[src/bcg_pkg.sv]
`timescale 1ns / 1ps

package bcg_pkg;

   localparam int DEF_QUAL_LEVELS  = 64;
   localparam int DEF_DIMER_LEVELS = 25;
   localparam int DEF_GC_LEVELS    = 16;
   localparam int DEF_RUN_LEVELS   = 32;
   localparam int DEF_MAXQ_LEVELS  = 64;
   localparam int DEF_READ_LEVELS  = 64;

   localparam int QUEUE_DEPTH = 4;
   localparam int QUEUE_PTR_W = $clog2(QUEUE_DEPTH);

   localparam int CSR_ADDR_W = 3;
   localparam int CSR_DATA_W = 32;
   localparam int WLEN_W     = 4;
   localparam int GC_W       = 4;

   localparam logic [0:0] REG_GC_WINDOW_LEN = 1'b0;

   localparam logic [1:0] CMD_START = 2'd0;
   localparam logic [1:0] CMD_SCAN  = 2'd1;
   localparam logic [1:0] CMD_BASE  = 2'd2;

   localparam logic [1:0] CASE_SAME = 2'd0;
   localparam logic [1:0] CASE_DIFF = 2'd1;
   localparam logic [1:0] CASE_SKIP = 2'd2;

   localparam logic [7:0] CHAR_A = 8'h41;
   localparam logic [7:0] CHAR_C = 8'h43;
   localparam logic [7:0] CHAR_G = 8'h47;
   localparam logic [7:0] CHAR_T = 8'h54;
   localparam logic [7:0] CHAR_N = 8'h4E;

   localparam logic [2:0] CODE_A     = 3'd0;
   localparam logic [2:0] CODE_C     = 3'd1;
   localparam logic [2:0] CODE_G     = 3'd2;
   localparam logic [2:0] CODE_T     = 3'd3;
   localparam logic [2:0] CODE_OTHER = 3'd4;

   typedef struct packed {
      logic [31:0]     position;
      logic [31:0]     offset;
      logic [7:0]      read_num;
      logic [2:0]      prev_code;
      logic [2:0]      cur_code;
      logic [GC_W-1:0] gc;
      logic [7:0]      run;
      logic [7:0]      maxq;
      logic [7:0]      qual;
      logic            mismatch;
   } bcg_item_type;

   function automatic logic [2:0] base_code(input logic [7:0] ch);
      logic [2:0] code;
      unique case (ch)
         CHAR_A:  code = CODE_A;
         CHAR_C:  code = CODE_C;
         CHAR_G:  code = CODE_G;
         CHAR_T:  code = CODE_T;
         default: code = CODE_OTHER;
      endcase
      return code;
   endfunction

endpackage

[src/bcg_front.sv]
`timescale 1ns / 1ps

module bcg_front #(
   parameter int GC_LEVELS = bcg_pkg::DEF_GC_LEVELS
) (
   input  logic                            clock,
   input  logic                            reset,
   input  logic                            push,
   input  logic                            queue_full,
   input  logic [1:0]                      req_cmd,
   input  logic [7:0]                      req_base_char,
   input  logic [7:0]                      req_quality,
   input  logic [1:0]                      req_case_here,
   input  logic [1:0]                      req_case_next,
   input  logic [7:0]                      req_read_number,
   input  logic [31:0]                     req_position_offset,
   input  logic                            req_reverse_order,
   input  logic                            psel,
   input  logic                            penable,
   input  logic                            pwrite,
   input  logic [bcg_pkg::CSR_ADDR_W-1:0]  paddr,
   input  logic [bcg_pkg::CSR_DATA_W-1:0]  pwdata,
   output logic [bcg_pkg::CSR_DATA_W-1:0]  prdata,
   output logic                            queue_push,
   output bcg_pkg::bcg_item_type           queue_item
);
   import bcg_pkg::*;

   localparam int HIST_W = GC_LEVELS - 1;

   logic [WLEN_W-1:0] wlen_ff, wlen_in;
   logic [7:0]        prev_base_ff, prev_base_in;
   logic [7:0]        run_ff, run_in;
   logic [HIST_W-1:0] hist_ff, hist_in;
   logic [31:0]       pos_ff, pos_in;
   logic [7:0]        maxq_ff, maxq_in;
   logic [7:0]        read_ff, read_in;
   logic [31:0]       offset_ff, offset_in;
   logic              rev_ff, rev_in;
   logic [1:0]        prev_case_ff, prev_case_in;

   logic              accept;
   logic              csr_write;
   logic [WLEN_W:0]   wlen_eff;
   logic [HIST_W-1:0] win_mask;
   logic [GC_W-1:0]   gc_now;
   logic [1:0]        counted;
   logic              is_gc;

   assign accept    = push && !queue_full;
   assign csr_write = psel && penable && pwrite;

   always_comb begin
      wlen_in = wlen_ff;
      if (csr_write && paddr[CSR_ADDR_W-1:2] == REG_GC_WINDOW_LEN) begin
         wlen_in = pwdata[WLEN_W-1:0];
      end
   end

   always_comb begin
      prdata = '0;
      if (paddr[CSR_ADDR_W-1:2] == REG_GC_WINDOW_LEN) begin
         prdata = CSR_DATA_W'(wlen_ff);
      end
   end

   // g/c window over kept history
   always_comb begin
      wlen_eff = ({1'b0, wlen_ff} >= (WLEN_W + 1)'(GC_LEVELS))
               ? (WLEN_W + 1)'(GC_LEVELS - 1) : {1'b0, wlen_ff};
      for (int i = 0; i < HIST_W; i++) begin
         win_mask[i] = (WLEN_W + 1)'(i) < wlen_eff;
      end
      gc_now = GC_W'($countones(hist_ff & win_mask));
   end

   assign is_gc   = (req_base_char == CHAR_G) || (req_base_char == CHAR_C);
   assign counted = rev_ff ? prev_case_ff : req_case_next;

   always_comb begin
      prev_base_in = prev_base_ff;
      run_in       = run_ff;
      hist_in      = hist_ff;
      pos_in       = pos_ff;
      maxq_in      = maxq_ff;
      read_in      = read_ff;
      offset_in    = offset_ff;
      rev_in       = rev_ff;
      prev_case_in = prev_case_ff;
      queue_push   = 1'b0;

      if (req_base_char == prev_base_ff) begin
         queue_item.run = (run_ff == 8'hFF) ? run_ff : run_ff + 8'd1;
      end else begin
         queue_item.run = '0;
      end
      queue_item.position  = pos_ff;
      queue_item.offset    = offset_ff;
      queue_item.read_num  = read_ff;
      queue_item.prev_code = base_code(prev_base_ff);
      queue_item.cur_code  = base_code(req_base_char);
      queue_item.gc        = gc_now;
      queue_item.maxq      = maxq_ff;
      queue_item.qual      = req_quality;
      queue_item.mismatch  = (counted == CASE_DIFF);

      if (accept) begin
         unique case (req_cmd)
            CMD_START: begin
               prev_base_in = CHAR_N;
               run_in       = '0;
               hist_in      = '0;
               pos_in       = '0;
               maxq_in      = '0;
               prev_case_in = CASE_SAME;
               read_in      = req_read_number;
               offset_in    = req_position_offset;
               rev_in       = req_reverse_order;
            end
            CMD_SCAN: begin
               if (req_quality > maxq_ff) begin
                  maxq_in = req_quality;
               end
            end
            CMD_BASE: begin
               run_in       = queue_item.run;
               hist_in      = HIST_W'({hist_ff, is_gc});
               prev_case_in = req_case_here;
               prev_base_in = req_base_char;
               pos_in       = pos_ff + 32'd1;
               queue_push   = (req_case_here != CASE_SKIP) && (req_case_next != CASE_SKIP)
                            && ((counted == CASE_SAME) || (counted == CASE_DIFF));
            end
            default: begin
            end
         endcase
      end
   end

   always_ff @(posedge clock) begin
      if (reset) begin
         wlen_ff      <= '0;
         prev_base_ff <= CHAR_N;
         run_ff       <= '0;
         hist_ff      <= '0;
         pos_ff       <= '0;
         maxq_ff      <= '0;
         read_ff      <= '0;
         offset_ff    <= '0;
         rev_ff       <= 1'b0;
         prev_case_ff <= CASE_SAME;
      end else begin
         wlen_ff      <= wlen_in;
         prev_base_ff <= prev_base_in;
         run_ff       <= run_in;
         hist_ff      <= hist_in;
         pos_ff       <= pos_in;
         maxq_ff      <= maxq_in;
         read_ff      <= read_in;
         offset_ff    <= offset_in;
         rev_ff       <= rev_in;
         prev_case_ff <= prev_case_in;
      end
   end

endmodule

[src/bcg_queue.sv]
`timescale 1ns / 1ps

module bcg_queue (
   input  logic                  clock,
   input  logic                  reset,
   input  logic                  wr_en,
   input  bcg_pkg::bcg_item_type wr_item,
   input  logic                  rd_en,
   output bcg_pkg::bcg_item_type rd_item,
   output logic                  full,
   output logic                  empty
);
   import bcg_pkg::*;

   bcg_item_type               slot_ff [QUEUE_DEPTH];
   logic [QUEUE_PTR_W-1:0]     wr_ptr_ff, wr_ptr_in;
   logic [QUEUE_PTR_W-1:0]     rd_ptr_ff, rd_ptr_in;
   logic [QUEUE_PTR_W:0]       count_ff, count_in;
   logic                       do_wr, do_rd;

   assign full    = (count_ff == (QUEUE_PTR_W + 1)'(QUEUE_DEPTH));
   assign empty   = (count_ff == '0);
   assign do_wr   = wr_en && !full;
   assign do_rd   = rd_en && !empty;
   assign rd_item = slot_ff[rd_ptr_ff];

   always_comb begin
      wr_ptr_in = do_wr ? wr_ptr_ff + 1'b1 : wr_ptr_ff;
      rd_ptr_in = do_rd ? rd_ptr_ff + 1'b1 : rd_ptr_ff;
      count_in  = count_ff;
      if (do_wr && !do_rd) begin
         count_in = count_ff + 1'b1;
      end else if (do_rd && !do_wr) begin
         count_in = count_ff - 1'b1;
      end
   end

   always_ff @(posedge clock) begin
      if (do_wr) begin
         slot_ff[wr_ptr_ff] <= wr_item;
      end
   end

   always_ff @(posedge clock) begin
      if (reset) begin
         wr_ptr_ff <= '0;
         rd_ptr_ff <= '0;
         count_ff  <= '0;
      end else begin
         wr_ptr_ff <= wr_ptr_in;
         rd_ptr_ff <= rd_ptr_in;
         count_ff  <= count_in;
      end
   end

endmodule

[src/bcg_back.sv]
`timescale 1ns / 1ps

module bcg_back #(
   parameter int QUAL_LEVELS  = bcg_pkg::DEF_QUAL_LEVELS,
   parameter int DIMER_LEVELS = bcg_pkg::DEF_DIMER_LEVELS,
   parameter int RUN_LEVELS   = bcg_pkg::DEF_RUN_LEVELS,
   parameter int MAXQ_LEVELS  = bcg_pkg::DEF_MAXQ_LEVELS,
   parameter int READ_LEVELS  = bcg_pkg::DEF_READ_LEVELS
) (
   input  logic                  clock,
   input  logic                  reset,
   input  logic                  queue_empty,
   input  bcg_pkg::bcg_item_type queue_item,
   output logic                  queue_pop,
   input  logic                  pop,
   output logic                  empty,
   output logic [63:0]           rsp_covariate_key,
   output logic                  rsp_is_mismatch
);
   import bcg_pkg::*;

   logic        valid_ff, valid_in;
   logic [63:0] key_ff, key_in;
   logic        mis_ff, mis_in;

   logic [31:0] cycle;
   logic [4:0]  dimer;
   logic [7:0]  read_c, run_c, maxq_c, qual_c;
   logic [4:0]  dimer_c;

   assign empty             = !valid_ff;
   assign rsp_covariate_key = key_ff;
   assign rsp_is_mismatch   = mis_ff;
   assign queue_pop         = !queue_empty && (!valid_ff || pop);

   always_comb begin
      cycle   = queue_item.position + queue_item.offset;
      dimer   = {queue_item.prev_code, 2'b00} + 5'(queue_item.prev_code)
              + 5'(queue_item.cur_code);
      read_c  = (queue_item.read_num >= 8'(READ_LEVELS)) ? 8'(READ_LEVELS - 1)
              : queue_item.read_num;
      dimer_c = (dimer >= 5'(DIMER_LEVELS)) ? 5'(DIMER_LEVELS - 1) : dimer;
      run_c   = (queue_item.run >= 8'(RUN_LEVELS)) ? 8'(RUN_LEVELS - 1) : queue_item.run;
      maxq_c  = (queue_item.maxq >= 8'(MAXQ_LEVELS)) ? 8'(MAXQ_LEVELS - 1)
              : queue_item.maxq;
      qual_c  = (queue_item.qual >= 8'(QUAL_LEVELS)) ? 8'(QUAL_LEVELS - 1)
              : queue_item.qual;
      key_in  = key_ff;
      mis_in  = mis_ff;
      if (queue_pop) begin
         key_in = {cycle, read_c[5:0], dimer_c, queue_item.gc, run_c[4:0],
                   maxq_c[5:0], qual_c[5:0]};
         mis_in = queue_item.mismatch;
      end
      valid_in = queue_pop || (valid_ff && !pop);
   end

   always_ff @(posedge clock) begin
      key_ff <= key_in;
      mis_ff <= mis_in;
   end

   always_ff @(posedge clock) begin
      if (reset) begin
         valid_ff <= 1'b0;
      end else begin
         valid_ff <= valid_in;
      end
   end

endmodule

[src/base_covariate_key_generator_unit.sv]
`timescale 1ns / 1ps

// covariate key generator for base quality recalibration. a read is fed as one
// start request, then quality scan requests, then one base request per base;
// each counted base gives one 64-bit key (cycle, read, dimer, gc, run, max
// quality, quality) and a mismatch flag. one request is taken every cycle while
// full is low: the front holds the per-read history and updates it, a four-entry
// queue carries counted bases to the back, which adds the cycle offset, clamps the
// fields and holds the key in an output register. a key passes through a queue
// slot and then the output register before it is on the result side.
// full rises only when the queue is full and the result side is stalled.
// gc_window_len sits at byte address 0 and should be written while idle.

module base_covariate_key_generator_unit #(
   parameter int QUAL_LEVELS  = bcg_pkg::DEF_QUAL_LEVELS,
   parameter int DIMER_LEVELS = bcg_pkg::DEF_DIMER_LEVELS,
   parameter int GC_LEVELS    = bcg_pkg::DEF_GC_LEVELS,
   parameter int RUN_LEVELS   = bcg_pkg::DEF_RUN_LEVELS,
   parameter int MAXQ_LEVELS  = bcg_pkg::DEF_MAXQ_LEVELS,
   parameter int READ_LEVELS  = bcg_pkg::DEF_READ_LEVELS
) (
   input  logic                            clock,
   input  logic                            reset,
   input  logic                            push,
   output logic                            full,
   input  logic [1:0]                      req_cmd,
   input  logic [7:0]                      req_base_char,
   input  logic [7:0]                      req_quality,
   input  logic [1:0]                      req_case_here,
   input  logic [1:0]                      req_case_next,
   input  logic [7:0]                      req_read_number,
   input  logic [31:0]                     req_position_offset,
   input  logic                            req_reverse_order,
   output logic                            empty,
   input  logic                            pop,
   output logic [63:0]                     rsp_covariate_key,
   output logic                            rsp_is_mismatch,
   input  logic                            psel,
   input  logic                            penable,
   input  logic                            pwrite,
   input  logic [bcg_pkg::CSR_ADDR_W-1:0]  paddr,
   input  logic [bcg_pkg::CSR_DATA_W-1:0]  pwdata,
   output logic [bcg_pkg::CSR_DATA_W-1:0]  prdata,
   output logic                            pready
);
   import bcg_pkg::*;

   logic         q_push, q_pop, q_full, q_empty;
   bcg_item_type q_wr_item, q_rd_item;

   assign full   = q_full;
   assign pready = 1'b1;

   bcg_front #(
      .GC_LEVELS (GC_LEVELS)
   ) u_front (
      .clock               (clock),
      .reset               (reset),
      .push                (push),
      .queue_full          (q_full),
      .req_cmd             (req_cmd),
      .req_base_char       (req_base_char),
      .req_quality         (req_quality),
      .req_case_here       (req_case_here),
      .req_case_next       (req_case_next),
      .req_read_number     (req_read_number),
      .req_position_offset (req_position_offset),
      .req_reverse_order   (req_reverse_order),
      .psel                (psel),
      .penable             (penable),
      .pwrite              (pwrite),
      .paddr               (paddr),
      .pwdata              (pwdata),
      .prdata              (prdata),
      .queue_push          (q_push),
      .queue_item          (q_wr_item)
   );

   bcg_queue u_queue (
      .clock   (clock),
      .reset   (reset),
      .wr_en   (q_push),
      .wr_item (q_wr_item),
      .rd_en   (q_pop),
      .rd_item (q_rd_item),
      .full    (q_full),
      .empty   (q_empty)
   );

   bcg_back #(
      .QUAL_LEVELS  (QUAL_LEVELS),
      .DIMER_LEVELS (DIMER_LEVELS),
      .RUN_LEVELS   (RUN_LEVELS),
      .MAXQ_LEVELS  (MAXQ_LEVELS),
      .READ_LEVELS  (READ_LEVELS)
   ) u_back (
      .clock             (clock),
      .reset             (reset),
      .queue_empty       (q_empty),
      .queue_item        (q_rd_item),
      .queue_pop         (q_pop),
      .pop               (pop),
      .empty             (empty),
      .rsp_covariate_key (rsp_covariate_key),
      .rsp_is_mismatch   (rsp_is_mismatch)
   );

endmodule

[config.mk]
export PLATFORM = sky130hd
export DESIGN_NAME = base_covariate_key_generator_unit
export DESIGN_NICKNAME = d
export VERILOG_FILES = /design/src/bcg_pkg.sv /design/src/bcg_front.sv /design/src/bcg_queue.sv /design/src/bcg_back.sv /design/src/base_covariate_key_generator_unit.sv
export SDC_FILE = /design/constraint.sdc
export NUM_CORES = 1
export LEC_CHECK = 0
export ABC_AREA = 1
export ABC_CLOCK_PERIOD_IN_PS = 8000
export BUFFER_PORTS_ARGS = -buffer_cell sky130_fd_sc_hd__clkbuf_2
export CAP_MARGIN = 20
export CORE_MARGIN = 2
export CORE_UTILIZATION = 40
export DETAILED_ROUTE_END_ITERATION = 8
export GPL_TIMING_DRIVEN = 0
export PLACE_DENSITY_LB_ADDON = 0.3
export SLEW_MARGIN = 25
export SYNTH_ARGS = -nofsm -noshare
export SYNTH_HDL_FRONTEND = slang
export SYNTH_HIERARCHICAL = 1
export SYNTH_SLANG_ARGS = --single-unit
[constraint.sdc]
create_clock -name clock -period 8 [get_ports clock]
set_input_delay 1.6 -clock clock [delete_from_list [all_inputs] [get_ports clock]]
set_output_delay 1.6 -clock clock [all_outputs]
set_load 0.005 [all_outputs]
==> summary.md <==
| Metric | Value |
|---|---|
| Kind of critical path | reg -> reg |
| GRT Overall Usage | 0.1967 |
| # IOs | roughly 210 |
| Largest family of logic cells by synthesized area | simple AND/OR/NAND/NOR gates |
| RSZ-0062 raised after global routing | false |
| Chip height | 265.4 um |
| CTS sink count | between 600 and 700 |
| Final WL | about 70 mm |
| Setup_tns | 0 ps |
| Hold Path Origin | u_front/prev_case_ff[0] |
| HPWL after DPL | 49.34 mm |
| Cell Area, Synth | 0.02733 mm^2 |
| Antenna diode count | 0 |
| DRC errors left | 0 |
| F_max | roughly 220 MHz |
| Max-cap check violation count | 0 |
| Worst skew pair latency | approximately 600 ps |
| Startpoint types | flop |
| Xor-xnor portion of the synthesized cell area | 0.009293 |
| Post-synth EDFFs | just under 500 |
| Root buffer cell | clkbuf_16 |
| Final Max Tran Viols | 0 |
| Gr ovfl total | 0 |
| # H-tree levels | 3 |
| Yosys warns | 6 |
| Slew at the pin with the worst max-slew slack | 906.1 ps |
| Fin. Hold Viols | 0 |
| DRT iter0 DRCs | ~1.5k |
| Hold-fix buffers, CTS | 0 |
| Bufs and invs on worst path | 4 |
| Worst Path Arrival | approximately 5000 ps |
| Min-Delay Endpoint | u_front/prev_case_ff[0] |
| Tcrit/Tclk final | 0.5744 |
| Synth Area in Compound Gates | 0.09810 |
| Core Box Area | ~0.067 mm^2 |
| Synth async-reset ratio | 0 |
| Final setup violation count | 0 |
| Mapped Cells | 2659 |
| Hold Path Depth | 2 |
| Antenna violations before repair | 0 |
| Num CTS Buffers | 67 |
| RR Endpoint | u_queue/slot_ff[3][27] |
| Hold crit path type | reg -> reg |
| Final net count | just over 3k |
| Die ar. | ~0.07 mm^2 |
| Final worst path period need | roughly 4600 ps |
| Area share of the largest cell type after synthesis | 0.5416 |
| Pwr Density | about 260 mW/mm^2 |
| Mux share of post-synthesis cell area | 0.0004120 |
| Cell mode on critical path | fa_1 |
| Dominant cells by area after synthesis | edfxtp_1, dfxtp_1, nand2_1, nor2_1, o21ai_0 |
| Busiest grt layer | met2 |
| Depth of the most critical reg-to-reg path | 13 |
| Largest net degree at the start of global routing | 26 |
| Vias | just under 20k |
| Met1 global-route usage | 0.2466 |
| Maximum VDD drop | 0.0001362 V |
| Status | completed |
| Resize count post-CTS | 0 |
| CTS tree | done |
| Post-synth top area cell | edfxtp_1 |
| Crit-path max cell delay | roughly 540 ps |
| RePlAce Congestion | 0.8648 |
| Row count | 95 |
| Mean cell area of the mapped netlist | between 10 and 15 um^2 |
| Synth Area in Simple Gates | 0.1536 |
| Die width | approximately 270 um |
| PnR worst setup slack | 3405 ps |
| Clock transition at path regs | 60 ps |
| CTS Buffer Depth | 3 |
| First-pass GRT wire length | approximately 110 mm |
| Post-route ant nets | 0 |
| RR Startpoint | u_front/wlen_ff[3] |
| Sequential area share after synthesis | 0.6354 |
| Slew headroom | 0.3960 |
| Area share of fa/ha/maj cells after synthesis | 0.03452 |
| Crit. End Element | flop |
| Setup bufs post-CTS | 0 |
| Reg2Reg Setup Slack | approximately 3400 ps |
| Slowest stage cell, crit path | fa_1 |
| Crit-path max FO | 9 |
| Most common cell after layout, fill and taps aside | edfxtp_1 |
| P&R area growth vs syn | 17.33% |
| Initial Util | 0.4056 |
| Most frequent cells in the layout | edfxtp_1, nand2_1, nor2_1 |
| #FFs+latches synth | between 600 and 700 |
| Main synth FF type | edfxtp_1 |
| Buffers on Ports | between 100 and 150 |
| Unique masters post-synth | 46 |
| Crit path required time | around 8400 ps |
| Routing usage on met3 | 0.03092 |
| Routed wire length per instance | 18.10 um |
| Vias in the first global route | about 19k |
| Drt first pass iters | 5 |
| Layout cells sized above 1 | 0.1336 |
| Clock Skew | 23.67 ps |
| Vias per Instance | about 5.1 |
| Pre-CTS WS | between 2000 and 3000 ps |
| GR Util met2 | 0.3426 |
| CP cell instances | clkbuf_1 > nor2_1 > inv_1 > o21ai_0 > fa_1 > fa_1 > fa_1 > inv_1 > fa_1 > inv_1 > fa_1 > fa_1 > xnor2_1 |
| Leak | between 10 and 15 nW |
| Family with the most delay on the worst path | adder cells |
## Yosys cell counts (all sizes together), types with 4 or more instances
cell    count
nand3      76
clkbuf     54
ha         53
nand2     457
o211ai      4
xnor2       5
nor2      458
dfxtp     128
buf        84
inv       264
nand4      21
fa         14
o22ai     111
xor2       24
o21ai     282
a21oi      93
nor3       13
edfxtp    493
## how the worst max path moves through the flow
stage / cells after the start / endpoint / slack [ps] / startpoint
2_1_floorplan: 6 / u_queue/slot_ff[0][0] / 580 / req_cmd[0]
3_3_place_gp: 7 / u_queue/slot_ff[3][64] / -4270 / req_cmd[0]
3_5_place_dp: 11 / u_queue/slot_ff[1][64] / 2930 / req_cmd[0]
4_1_cts: 13 / u_queue/slot_ff[3][27] / 3390 / u_front/wlen_ff[3]
5_1_grt: 13 / u_queue/slot_ff[3][27] / 3110 / u_front/wlen_ff[3]
6_report: 13 / u_queue/slot_ff[3][27] / 3400 / u_front/wlen_ff[3]
## metrics by stage
step           cell area (um^2)  std cells  hold slack (ps)  total power [W]  utilization
2_1_floorplan             27430       2686            441.9         0.004846            -
3_3_place_gp              29250       3704            454.0         0.005411       0.4340
3_5_place_dp              29990       3731            466.0         0.005467       0.4449
4_1_cts                   32070       3852            474.1         0.008403       0.4758
5_1_grt                   32070       3852            495.6         0.008723       0.4758
6_report                  32070       3852            471.9         0.008317       0.4758
## logic make-up after synthesis
family                   count (synthesis)
AND/OR/NAND/NOR                       1036
flip-flops                             621
AO/OA/AOI/OAI                          501
buffers and inverters                  402
adder cells (fa/ha/maj)                 67
XOR/XNOR                                29
other                                    2
multiplexers                             1
## report_power, final
group          internal, W  total, W  leakage [nW]  switching [W]
logic             0.000553   0.00160          5.97        0.00105
registers          0.00373   0.00379          5.82      0.0000669
clock network      0.00170   0.00292          1.03        0.00122
total              0.00598   0.00832          12.8        0.00233
## area by class of cell
type,instances,area [um^2]
Fill cell,6053,35330
Clock inverter,35,272.8
Timing Repair Buffer,172,1419
Multi-Input combinational cell,1663,8238
Sequential cell,621,17370
Tap cell,873,1092
Inverter,264,996.0
Clock buffer,86,1810
Buffer,138,874.6
## state kept, by name, summed over array words and instances, names as in the netlist, 2 cells and up, named ones only
name / count
u_back/rsp_covariate_key: 64
u_front/hist_ff: 15
u_front/maxq_ff: 8
u_front/offset_ff: 32
u_front/pos_ff: 32
u_front/prev_base_ff: 8
u_front/prev_case_ff: 2
u_front/read_ff: 8
u_front/run_ff: 8
u_front/wlen_ff: 4
u_queue/count_ff: 3
u_queue/rd_ptr_ff: 2
u_queue/slot_ff: 428
u_queue/wr_ptr_ff: 2
## worst register-to-register path: stages, from the launching register on
cell and delay, ps:
dfxtp_1 320, clkbuf_1 290, nor2_1 90, inv_1 160, o21ai_0 160, fa_1 530
fa_1 520, fa_1 540, inv_1 70, fa_1 530, inv_1 50, fa_1 480
fa_1 410, xnor2_1 260
## layer usage
metal,wire (um),vias up
met1,29280,9353
met3,4046,90
met2,34480,612
li1,-,9532
met5,0,-
met4,1894,0
(Power assumes the default switching activity.)
